--- src/esc_pkg.sv ---
`timescale 1ns / 1ps
`default_nettype none
// ----------------------------------------------------------------------------
// esc_pkg
// Shared types and constants of the environmental sensor compensation block.
// ----------------------------------------------------------------------------
package esc_pkg;

	localparam int unsigned QUEUE_DEPTH = 4;
	localparam int unsigned TFINE_W     = 24;
	localparam int unsigned CFG_IDX_W   = 3;
	localparam int unsigned CFG_DATA_W  = 64;

	localparam logic [CFG_IDX_W-1:0] CFG_TEMP_TRIM       = 3'd0;
	localparam logic [CFG_IDX_W-1:0] CFG_PRESS_TRIM_LOW  = 3'd1;
	localparam logic [CFG_IDX_W-1:0] CFG_PRESS_TRIM_HIGH = 3'd2;
	localparam logic [CFG_IDX_W-1:0] CFG_PRESS_TRIM_LAST = 3'd3;
	localparam logic [CFG_IDX_W-1:0] CFG_HUM_TRIM        = 3'd4;

	typedef struct packed {
		logic signed [TFINE_W-1:0] t_fine;
		logic [19:0]               adc_p;
		logic [15:0]               adc_h;
	} esc_item_t;

endpackage
`default_nettype wire

--- src/esc_fifo.sv ---
`timescale 1ns / 1ps
`default_nettype none
// ----------------------------------------------------------------------------
// esc_fifo
// Short queue of fine-temperature samples between the front and back parts.
// ----------------------------------------------------------------------------
module esc_fifo #(
	parameter int unsigned DEPTH = esc_pkg::QUEUE_DEPTH
) (
	input  wire logic                clk,
	input  wire logic                arst_n,
	input  wire logic                push_valid,
	output logic                     push_ready,
	input  wire esc_pkg::esc_item_t  push_item,
	output logic                     pop_valid,
	input  wire logic                pop_ready,
	output esc_pkg::esc_item_t       pop_item
);

	localparam int unsigned PTR_W = (DEPTH > 1) ? $clog2(DEPTH) : 1;
	localparam int unsigned CNT_W = $clog2(DEPTH + 1);
	localparam logic [PTR_W-1:0] LAST = PTR_W'(DEPTH - 1);
	localparam logic [CNT_W-1:0] FULL = CNT_W'(DEPTH);

	esc_pkg::esc_item_t mem_q [DEPTH];
	logic [PTR_W-1:0] wr_ptr_q, rd_ptr_q;
	logic [CNT_W-1:0] count_q;
	logic push, pop;

	assign push_ready = (count_q != FULL);
	assign pop_valid  = (count_q != '0);
	assign push       = push_valid && push_ready;
	assign pop        = pop_valid && pop_ready;
	assign pop_item   = mem_q[rd_ptr_q];

	always_ff @(posedge clk or negedge arst_n) begin
		if (!arst_n) begin
			wr_ptr_q <= '0;
			rd_ptr_q <= '0;
			count_q  <= '0;
		end else begin
			if (push) begin
				wr_ptr_q <= (wr_ptr_q == LAST) ? '0 : wr_ptr_q + 1'b1;
			end
			if (pop) begin
				rd_ptr_q <= (rd_ptr_q == LAST) ? '0 : rd_ptr_q + 1'b1;
			end
			if (push && !pop) begin
				count_q <= count_q + 1'b1;
			end else if (pop && !push) begin
				count_q <= count_q - 1'b1;
			end
		end
	end

	always_ff @(posedge clk) begin
		if (push) begin
			mem_q[wr_ptr_q] <= push_item;
		end
	end

endmodule
`default_nettype wire

--- config.mk ---
export PLATFORM = sky130hd
export DESIGN_NAME = esc_fifo
export DESIGN_NICKNAME = d
export VERILOG_FILES = /design/src/esc_pkg.sv /design/src/esc_fifo.sv
export SDC_FILE = /design/constraint.sdc
export NUM_CORES = 1
export LEC_CHECK = 0
export ABC_AREA = 1
export BUFFER_PORTS_ARGS = -buffer_cell sky130_fd_sc_hd__buf_4
export CORE_ASPECT_RATIO = 0.75
export CORE_MARGIN = 8
export CORE_UTILIZATION = 60
export CTS_CLUSTER_SIZE = 16
export DETAILED_ROUTE_END_ITERATION = 8
export PLACE_DENSITY = 0.84
export SYNTH_ARGS = -nofsm -noshare
export SYNTH_HDL_FRONTEND = slang
export SYNTH_SLANG_ARGS = --single-unit
--- constraint.sdc ---
create_clock -name clk -period 6.8 [get_ports clk]
set_input_delay 0 -clock clk [delete_from_list [all_inputs] [get_ports clk]]
set_output_delay 0 -clock clk [all_outputs]
set_load 0.005 [all_outputs]
==> flow_summary.toml <==
[outcome]
status = "complete, no violations"

[power]
power.switching_mw = 1.74
power_frac_seq_pct = 41.8
power.total_mw = 5.18
swShare_pct = 33.6
power-per-cell-area_nw_per_um2 = 410
p_leak_nw = 5.07
internal_power_mw = 3.44
comb_power_share_pct = 34.7
clkPwrFrac_pct = 23.5
irDropWorstVdd_mv = 0.289

[timing]
rsz0062_at_grt = "false"
slew_headroom_pct = 28.2
tightestPinTransition_ns = 1.08
setup_viol = 0
fin_crit_sh_pct = 43.5
skew_ns = 0.0127
final.min_clock_period_ns = 2.96
hold_slack_ns = 0.246
setup_slack_ns = 3.84
max_freq_mhz = 338
tns_ns = 0
slew_viol_final = 0
finalHoldViolations = 0

[clock_tree]
cts_resized = 0
clockBufferDepth = 3
cts_root_buffer = "clkbuf_16"
post_cts_buffers = 0
cts_max_level = 1
path_clk_slew_ns = 0.06
clkLatencyLatePin_ns = 0.50
cts.sinks = 247
cts_tree = "yes"
cts_buffers = 23

[critical_path]
path_max_fanout = 81
worst_ep_required_time_ns = 6.80
cp_slowest_cell = "dfrtp_4"
cp-end-kind = "output pin"
crit_type = "flop to output pin"
crit_chain = "buf_4, nand2_1, o211ai_2, nand2_1, buf_4"
cpPeakStageDelay_ns = 0.99
path_delay_family = "flip-flops"
worstPathArrival_ns = 2.96
start_kind = "flop"
path_buf_inv = 2

[floorplanning]
io_pins = 126
die_h_um = 130
die-area_um2 = 21700
core_area_um2 = 16800
fp-row-count = 41
start_util_pct = 61.4
die-width_um = 167

[logic_synthesis]
syn-num-nets = 830
synth.distinct_cells = 16
yosys_warnings = 0
synth-main-ff-cell = "edfxtp_1"
ys_async_sr_fraction_pct = 2.83
synthCells = 759
ys_ff_latch = 247
synth_edf_count = 240
yosysSeqAreaShare_pct = 71.5
syn_avg_cell_area_um2 = 13.6
synth_area_um2 = 10300

[placed_design]
pre_cts_ws_ns = 4.06
placed_cell_area_um2 = 11300
gp_congestion = 0.794
dp.cells = 1067
place_hpwl_um = 12000
numPortBuffers = 125

[grt]
grt_pass1_vias = 6448
grt_most_used_layer = "met2"
grt_overflow = 0
grt_use_met3_pct = 4.38
grt_pass1_wl_um = 33500
grt_use_total_pct = 19.4
antenna_found_initial = 0
use_met1_pct = 24.1
use_met2_pct = 34.3
grt_max_degree = 88

[routing]
routed_wl_um = 21300
dr.pass1.iters = 4
via_per_inst = 5.40
drc_errors = 0
final_antenna_net_count = 0
drt_iter0_markers = 646
dr_total_vias = 6322
routedWlPerCell_um = 18.2

[layout]
final_nets = 1012
stdcell_count = 1171
synthToLayoutAreaGrowth_pct = 22.4
drive_above_1_share_pct = 24.2
final_area_um2 = 12600
fin_util_pct = 75.1
diodes = 0
num-fill-cells = 1018

[run]
cap_violations = 0

[min_path]
min_path_type = "input pin to flop"
-- cells in the mapped netlist (6+ instances only) --
master    number  area share, %
edfxtp_1     240             70
nand2_1      195            7.1
inv_1        134            4.9
o211ai_1      60            4.4
o211ai_2      60            7.3
buf_6         20            2.2
buf_2         19           0.92
dfrtp_1        7            1.7
nand3_1        7           0.34
ha_1           6           0.73
nor2_1         6           0.22
-- flip-flops by register name (all words and copies together), names as in the netlist --
register	count
rd_ptr_q	2
mem_q	240
wr_ptr_q	2
count_q	3
-- power by group through the flow --
stage | clock network, mW | logic, mW | registers (mW)
floorplan | 0 | 1.18 | 2.12
finish | 1.22 | 1.80 | 2.16
CTS | 1.23 | 1.81 | 2.16
global route | 1.29 | 1.98 | 2.19
global placement | 0 | 1.72 | 2.17
detailed placement | 0 | 1.77 | 2.19
-- logic make-up (layout without fill, tap and decap cells) --
kind of cell | Yosys count | in the layout | share of synthesized area [%]
xor gates and xnor gates | 1 | 1 | 0.0848
AOI/OAI and AO/OA | 121 | 121 | 11.7
buffers and inverters | 174 | 371 | 8.12
adders and majority gates | 7 | 7 | 0.921
DFF | 247 | 247 | 71.5
and+or+nand+nor | 209 | 209 | 7.71
-- area by class of cell --
cell class / count / area [µm²] / share of cell area [%]
clock buffers: 26 / 587 / 4.64
clock inverters: 14 / 115 / 0.911
inverters: 134 / 503 / 3.98
multi-input cells: 338 / 2140 / 16.9
flip-flops and latches: 247 / 7390 / 58.5
well taps: 215 / 269 / 2.13
repair buffers: 197 / 1640 / 13.0
-- path summary, 6_finish.rpt --
kind / startpoint / to / slack (ns) / cells past startpoint
worst max-delay path: rd_ptr_q[0] / pop_item[25] / 3.84 / 5
worst min-delay path: push_item[52] / mem_q[3][52] / 0.25 / 2
worst max register to register: count_q[0] / mem_q[0][54] / 4.09 / 5
worst min register to register: count_q[2] / count_q[2] / 0.50 / 2
max in group asynchronous: arst_n / rd_ptr_q[0] / 6.00 / 3
min in group asynchronous: arst_n / rd_ptr_q[1] / 0.52 / 3
-- per-layer routing --
layer / up-vias / part of all wire [%]
met4: 0 / 1.4
met5: - / 0
li1: 2985 / -
met3: 30 / 6.7
met2: 195 / 50
met1: 3112 / 42
-- cells in the final DEF (no fill, tap or decap), drive strengths merged --
master	instances
buf	133
nand3	7
o21ai	1
ha	6
inv	134
bufinv	2
nor2	6
dfrtp	7
o211ai	120
clkinv	11
clkbuf	26
clkinvlp	1
edfxtp	240
dlygate4sd3	64
fa	1
xnor2	1
nand2	195
nand4	1
-- what timing repair did --
item                       4_1_cts  5_1_grt
hold buffers                    64        0
hold endpoints to repair       251        0
setup endpoints to repair        0        0
(Power assumes the default switching activity.)
