==> src/esc_pkg.sv <==
`timescale 1ns / 1ps
`default_nettype none
// ----------------------------------------------------------------------------
// esc_pkg
// Shared types and constants of the environmental sensor compensation block.
// ----------------------------------------------------------------------------
package esc_pkg;

	localparam int unsigned QUEUE_DEPTH = 4;
	localparam int unsigned TFINE_W     = 24;
	localparam int unsigned CFG_IDX_W   = 3;
	localparam int unsigned CFG_DATA_W  = 64;

	localparam logic [CFG_IDX_W-1:0] CFG_TEMP_TRIM       = 3'd0;
	localparam logic [CFG_IDX_W-1:0] CFG_PRESS_TRIM_LOW  = 3'd1;
	localparam logic [CFG_IDX_W-1:0] CFG_PRESS_TRIM_HIGH = 3'd2;
	localparam logic [CFG_IDX_W-1:0] CFG_PRESS_TRIM_LAST = 3'd3;
	localparam logic [CFG_IDX_W-1:0] CFG_HUM_TRIM        = 3'd4;

	typedef struct packed {
		logic signed [TFINE_W-1:0] t_fine;
		logic [19:0]               adc_p;
		logic [15:0]               adc_h;
	} esc_item_t;

endpackage
`default_nettype wire

==> src/esc_front.sv <==
`timescale 1ns / 1ps
`default_nettype none
// ----------------------------------------------------------------------------
// esc_front
// Input stage: accepts raw samples and forms the fine temperature in a
// three-stage pipeline before handing each sample to the queue.
// ----------------------------------------------------------------------------
module esc_front (
	input  wire logic                clk,
	input  wire logic                arst_n,
	input  wire logic                in_valid,
	output logic                     in_ready,
	input  wire logic [19:0]         raw_pressure,
	input  wire logic [19:0]         raw_temperature,
	input  wire logic [15:0]         raw_humidity,
	input  wire logic [47:0]         temp_trim,
	output logic                     push_valid,
	input  wire logic                push_ready,
	output esc_pkg::esc_item_t       push_item
);

	logic v1_q, v2_q, v3_q;
	logic adv;

	logic [19:0] adc_t_s1, adc_p_s1, adc_p_s2, adc_p_s3;
	logic [15:0] adc_h_s1, adc_h_s2, adc_h_s3;
	logic signed [34:0] va_p_s2;
	logic [20:0]        ddsh_s2;
	logic signed [23:0] va_s3;
	logic signed [37:0] vb_p_s3;

	logic [15:0]        t1;
	logic signed [15:0] t2, t3;
	logic signed [18:0] a_t;
	logic signed [17:0] d;
	logic signed [34:0] va_p;
	logic signed [35:0] dd;
	logic signed [37:0] vb_p;
	logic signed [23:0] vb;
	logic signed [23:0] t_fine;

	assign adv      = !v3_q || push_ready;
	assign in_ready = adv;

	always_comb begin
		t1     = temp_trim[15:0];
		t2     = $signed(temp_trim[31:16]);
		t3     = $signed(temp_trim[47:32]);
		a_t    = $signed({2'b00, adc_t_s1[19:3]}) - $signed({1'b0, t1, 1'b0});
		d      = $signed({2'b00, adc_t_s1[19:4]}) - $signed({2'b00, t1});
		va_p   = a_t * t2;
		dd     = d * d;
		vb_p   = $signed({1'b0, ddsh_s2}) * t3;
		vb     = vb_p_s3[37:14];
		t_fine = va_s3 + vb;
	end

	always_ff @(posedge clk or negedge arst_n) begin
		if (!arst_n) begin
			v1_q <= 1'b0;
			v2_q <= 1'b0;
			v3_q <= 1'b0;
		end else if (adv) begin
			v1_q <= in_valid;
			v2_q <= v1_q;
			v3_q <= v2_q;
		end
	end

	always_ff @(posedge clk) begin
		if (adv) begin
			adc_t_s1 <= raw_temperature;
			adc_p_s1 <= raw_pressure;
			adc_h_s1 <= raw_humidity;
			adc_p_s2 <= adc_p_s1;
			adc_h_s2 <= adc_h_s1;
			va_p_s2  <= va_p;
			ddsh_s2  <= dd[32:12];
			adc_p_s3 <= adc_p_s2;
			adc_h_s3 <= adc_h_s2;
			va_s3    <= va_p_s2[34:11];
			vb_p_s3  <= vb_p;
		end
	end

	assign push_valid = v3_q;

	always_comb begin
		push_item.t_fine = t_fine;
		push_item.adc_p  = adc_p_s3;
		push_item.adc_h  = adc_h_s3;
	end

endmodule
`default_nettype wire

==> config.mk <==
export PLATFORM = sky130hd
export DESIGN_NAME = esc_front
export DESIGN_NICKNAME = d
export VERILOG_FILES = /design/src/esc_pkg.sv /design/src/esc_front.sv
export SDC_FILE = /design/constraint.sdc
export NUM_CORES = 2
export LEC_CHECK = 0
export ABC_AREA = 1
export BUFFER_PORTS_ARGS = -buffer_cell sky130_fd_sc_hd__buf_2
export CAP_MARGIN = 20
export CORE_ASPECT_RATIO = 1.5
export CORE_MARGIN = 3
export CORE_UTILIZATION = 35
export DETAILED_ROUTE_END_ITERATION = 8
export PLACE_DENSITY = 0.55
export SLEW_MARGIN = 20
export SYNTH_ARGS = -nofsm -noshare
export SYNTH_HDL_FRONTEND = slang
export SYNTH_SLANG_ARGS = --single-unit
==> constraint.sdc <==
create_clock -name clk -period 18.7 [get_ports clk]
set_input_delay 3.74 -clock clk [delete_from_list [all_inputs] [get_ports clk]]
set_output_delay 3.74 -clock clk [all_outputs]
set_load 0.05 [all_outputs]
==> out/metrics.yaml <==
cts:
  cts_htree_levels: 1
  cts-buffers-inserted: 23
  clk_latency_ps: 600
  ctsResizeCount: 0
  clock_path_buffers: 3
  root_buffer: "clkbuf_16"
  post-cts-setup-buffers: 0
  cts_tree: "built"
  clock-sinks: 219
  clk_pin_slew_ps: 60
  ctsHoldBuffers: 0
cells_and_area:
  final_cell_mix: "inv_1 (1331), nand2_1 (1080), fa_1 (814)"
  syn2layout_area_growth_pct: 7.79
  regArea_um2: 6560
  layout_commonest_cell: "inv_1"
  num-fill-cells: 12100
  multi_input_area_um2: 29300
  drive_gt1_frac: 0.0547
  fin_nets: 6193
logic_synthesis:
  syn-num-nets: 6110
  syn_area_per_cell_um2: 8.53
  yosys_warnings: 0
  synthArstFlopShare: 0.0137
  netlist_top_cells_area: "fa_1 (39%), edfxtp_1 (16%), inv_1 (12%)"
  yosys.area.top_type_share: 0.393
  synthCells: 4856
  synth_flop_cell: "edfxtp_1"
  synth_edf_count: 216
  yosysUniqueCellTypes: 43
  synth_seq_cells: 219
  synth_top_cell_by_area: "fa_1"
  synth_area_um2: 41400
  ys_seq_area_frac: 0.158
detailed_routing:
  vias_per_cell: 4.70
  ant_nets: 0
  num_vias: 30600
  wl_per_cell_um: 17.0
  totalWireLength_um: 110000
  drt_first_pass_iters: 7
  drc: 0
  drt_iter0_drc: 1530
global_route:
  grt_overflow: 0
  grt_pass1_wl_um: 178000
  antenna_found_initial: 6
  grt_start_max_net_pins: 75
  first_global_vias: 33800
  track_usage: 0.186
setup_path:
  cp-end-kind: "flip-flop"
  timing_worst_setup_path_type: "input port to flip-flop"
  cp.depth: 31
  cp-start-kind: "input port"
  cp.required_ps: 19040
  path_buf_inv: 9
  critPathMaxStageDelay_ps: 890
  slowest_stage: "fa_1"
  path_max_fanout: 29
  crit_family: "adder cells"
  reg2regPathDepth: 30
  crit_top_cell: "fa_1"
  critical_path_arrival_ps: 11450
die:
  initial_utilization: 0.355
  coreArea_um2: 117000
  dieArea_um2: 123000
  die_width_um: 287
  ios: 170
  die_y_um: 427
  rows: 153
job:
  maxCapViolCount: 0
worst_hold_path:
  hold_path_class: "flip-flop to flip-flop"
  whs_path_depth: 0
placement:
  hpwlAfterDp_um: 91600
  globalplace.congestion: 0.908
  io_buffers: 166
sta:
  drv_slew: 0
  setup_viol: 0
  rsz0062_at_grt: "no"
  relSlewSlack: 0.342
  max_freq_mhz: 90.0
  min_period_over_period: 0.594
  finalHoldViolations: 0
  tightest_slew_ps: 986
  fin_skew_ps: 57.9
  tns_ps: 0
  timing.final.crit_period_ps: 11110
run_status:
  status: "complete, no violations"
worst register-to-register path: cells and delay by family, from the launching register on:
family	cells	cell delay, ps
buf+inv	9	1390
compound gates	1	70
fa+ha+maj	8	4390
flops	1	510
simple gates	12	1700
kinds of logic after synthesis:
kind of cell / after synthesis / synth area share
xor gates and xnor gates: 77 / 0.0166
adders and majority gates: 1146 / 0.494
buffers and inverters: 1473 / 0.134
AOI/OAI and AO/OA: 286 / 0.0388
muxes: 1 / 0.000272
and+or+nand+nor: 1654 / 0.158
DFF: 219 / 0.158
metal layers:
layer / up-vias / global-route usage / part of all wire
met4: 8 / 0.0698 / 0.039
li1: 14400 / - / -
met2: 672 / 0.364 / 0.55
met5: - / 0 / 0.00036
met3: 228 / 0.0167 / 0.035
met1: 15300 / 0.205 / 0.37
sequential cells by signal, indices dropped and copies added (netlist names):
register / count
ddsh_s2: 21
adc_p_s1: 20
push_valid: 1
adc_h_s1: 16
va_p_s2: 23
adc_t_s1: 17
adc_h_s2: 16
v1_q: 1
vb_p_s3: 24
adc_p_s2: 20
adc_p_s3: 20
v2_q: 1
adc_h_s3: 16
va_s3: 23
Yosys cell counts, drive strengths merged, types with 25 or more instances:
cell / n
inv: 1342
nand2: 1083
fa: 814
nor2: 395
ha: 332
edfxtp: 216
a21oi: 130
clkbuf: 96
nand3: 87
o21ai: 78
xor2: 56
buf: 31
nor3: 29
or2: 25
per-stage QoR:
| step | worst slack (ps) | cell area, µm² | std cells | util | hold slack (ps) |
|---|---|---|---|---|---|
| global placement | 7020 | 43800 | 6464 | 0.375 | 400 |
| global route | 7070 | 44600 | 6507 | 0.382 | 418 |
| finish | 7590 | 44600 | 6508 | 0.382 | 417 |
| floorplan | 6280 | 41400 | 4856 | - | 400 |
| detailed placement | 6980 | 43800 | 6464 | 0.375 | 405 |
| CTS | 7610 | 44600 | 6506 | 0.382 | 416 |
cell type report:
class / instances / share of cell area
sequential: 219 / 0.147
antenna: 2 / 0.000112
clock buffer: 25 / 0.0131
timing repair buffer: 185 / 0.0218
clock inverter: 17 / 0.00507
multi-input combinational: 3164 / 0.656
tap: 1550 / 0.0434
inverter: 1346 / 0.113
path summary, 6_finish.rpt:
kind | startpoint | slack [ps] | end
max | temp_trim[0] | 7590 | va_p_s2[26]
min | va_p_s2[20] | 420 | va_s3[9]
max reg2reg | adc_t_s1[5] | 10390 | va_p_s2[26]
min reg2reg | va_p_s2[20] | 420 | va_s3[9]
max in group asynchronous | arst_n | 15630 | push_valid
min in group asynchronous | arst_n | 2960 | v1_q
Power is left out: the tool's default activity adds up to more than one toggle a clock period on the data nets, which glitch-free logic cannot reach.
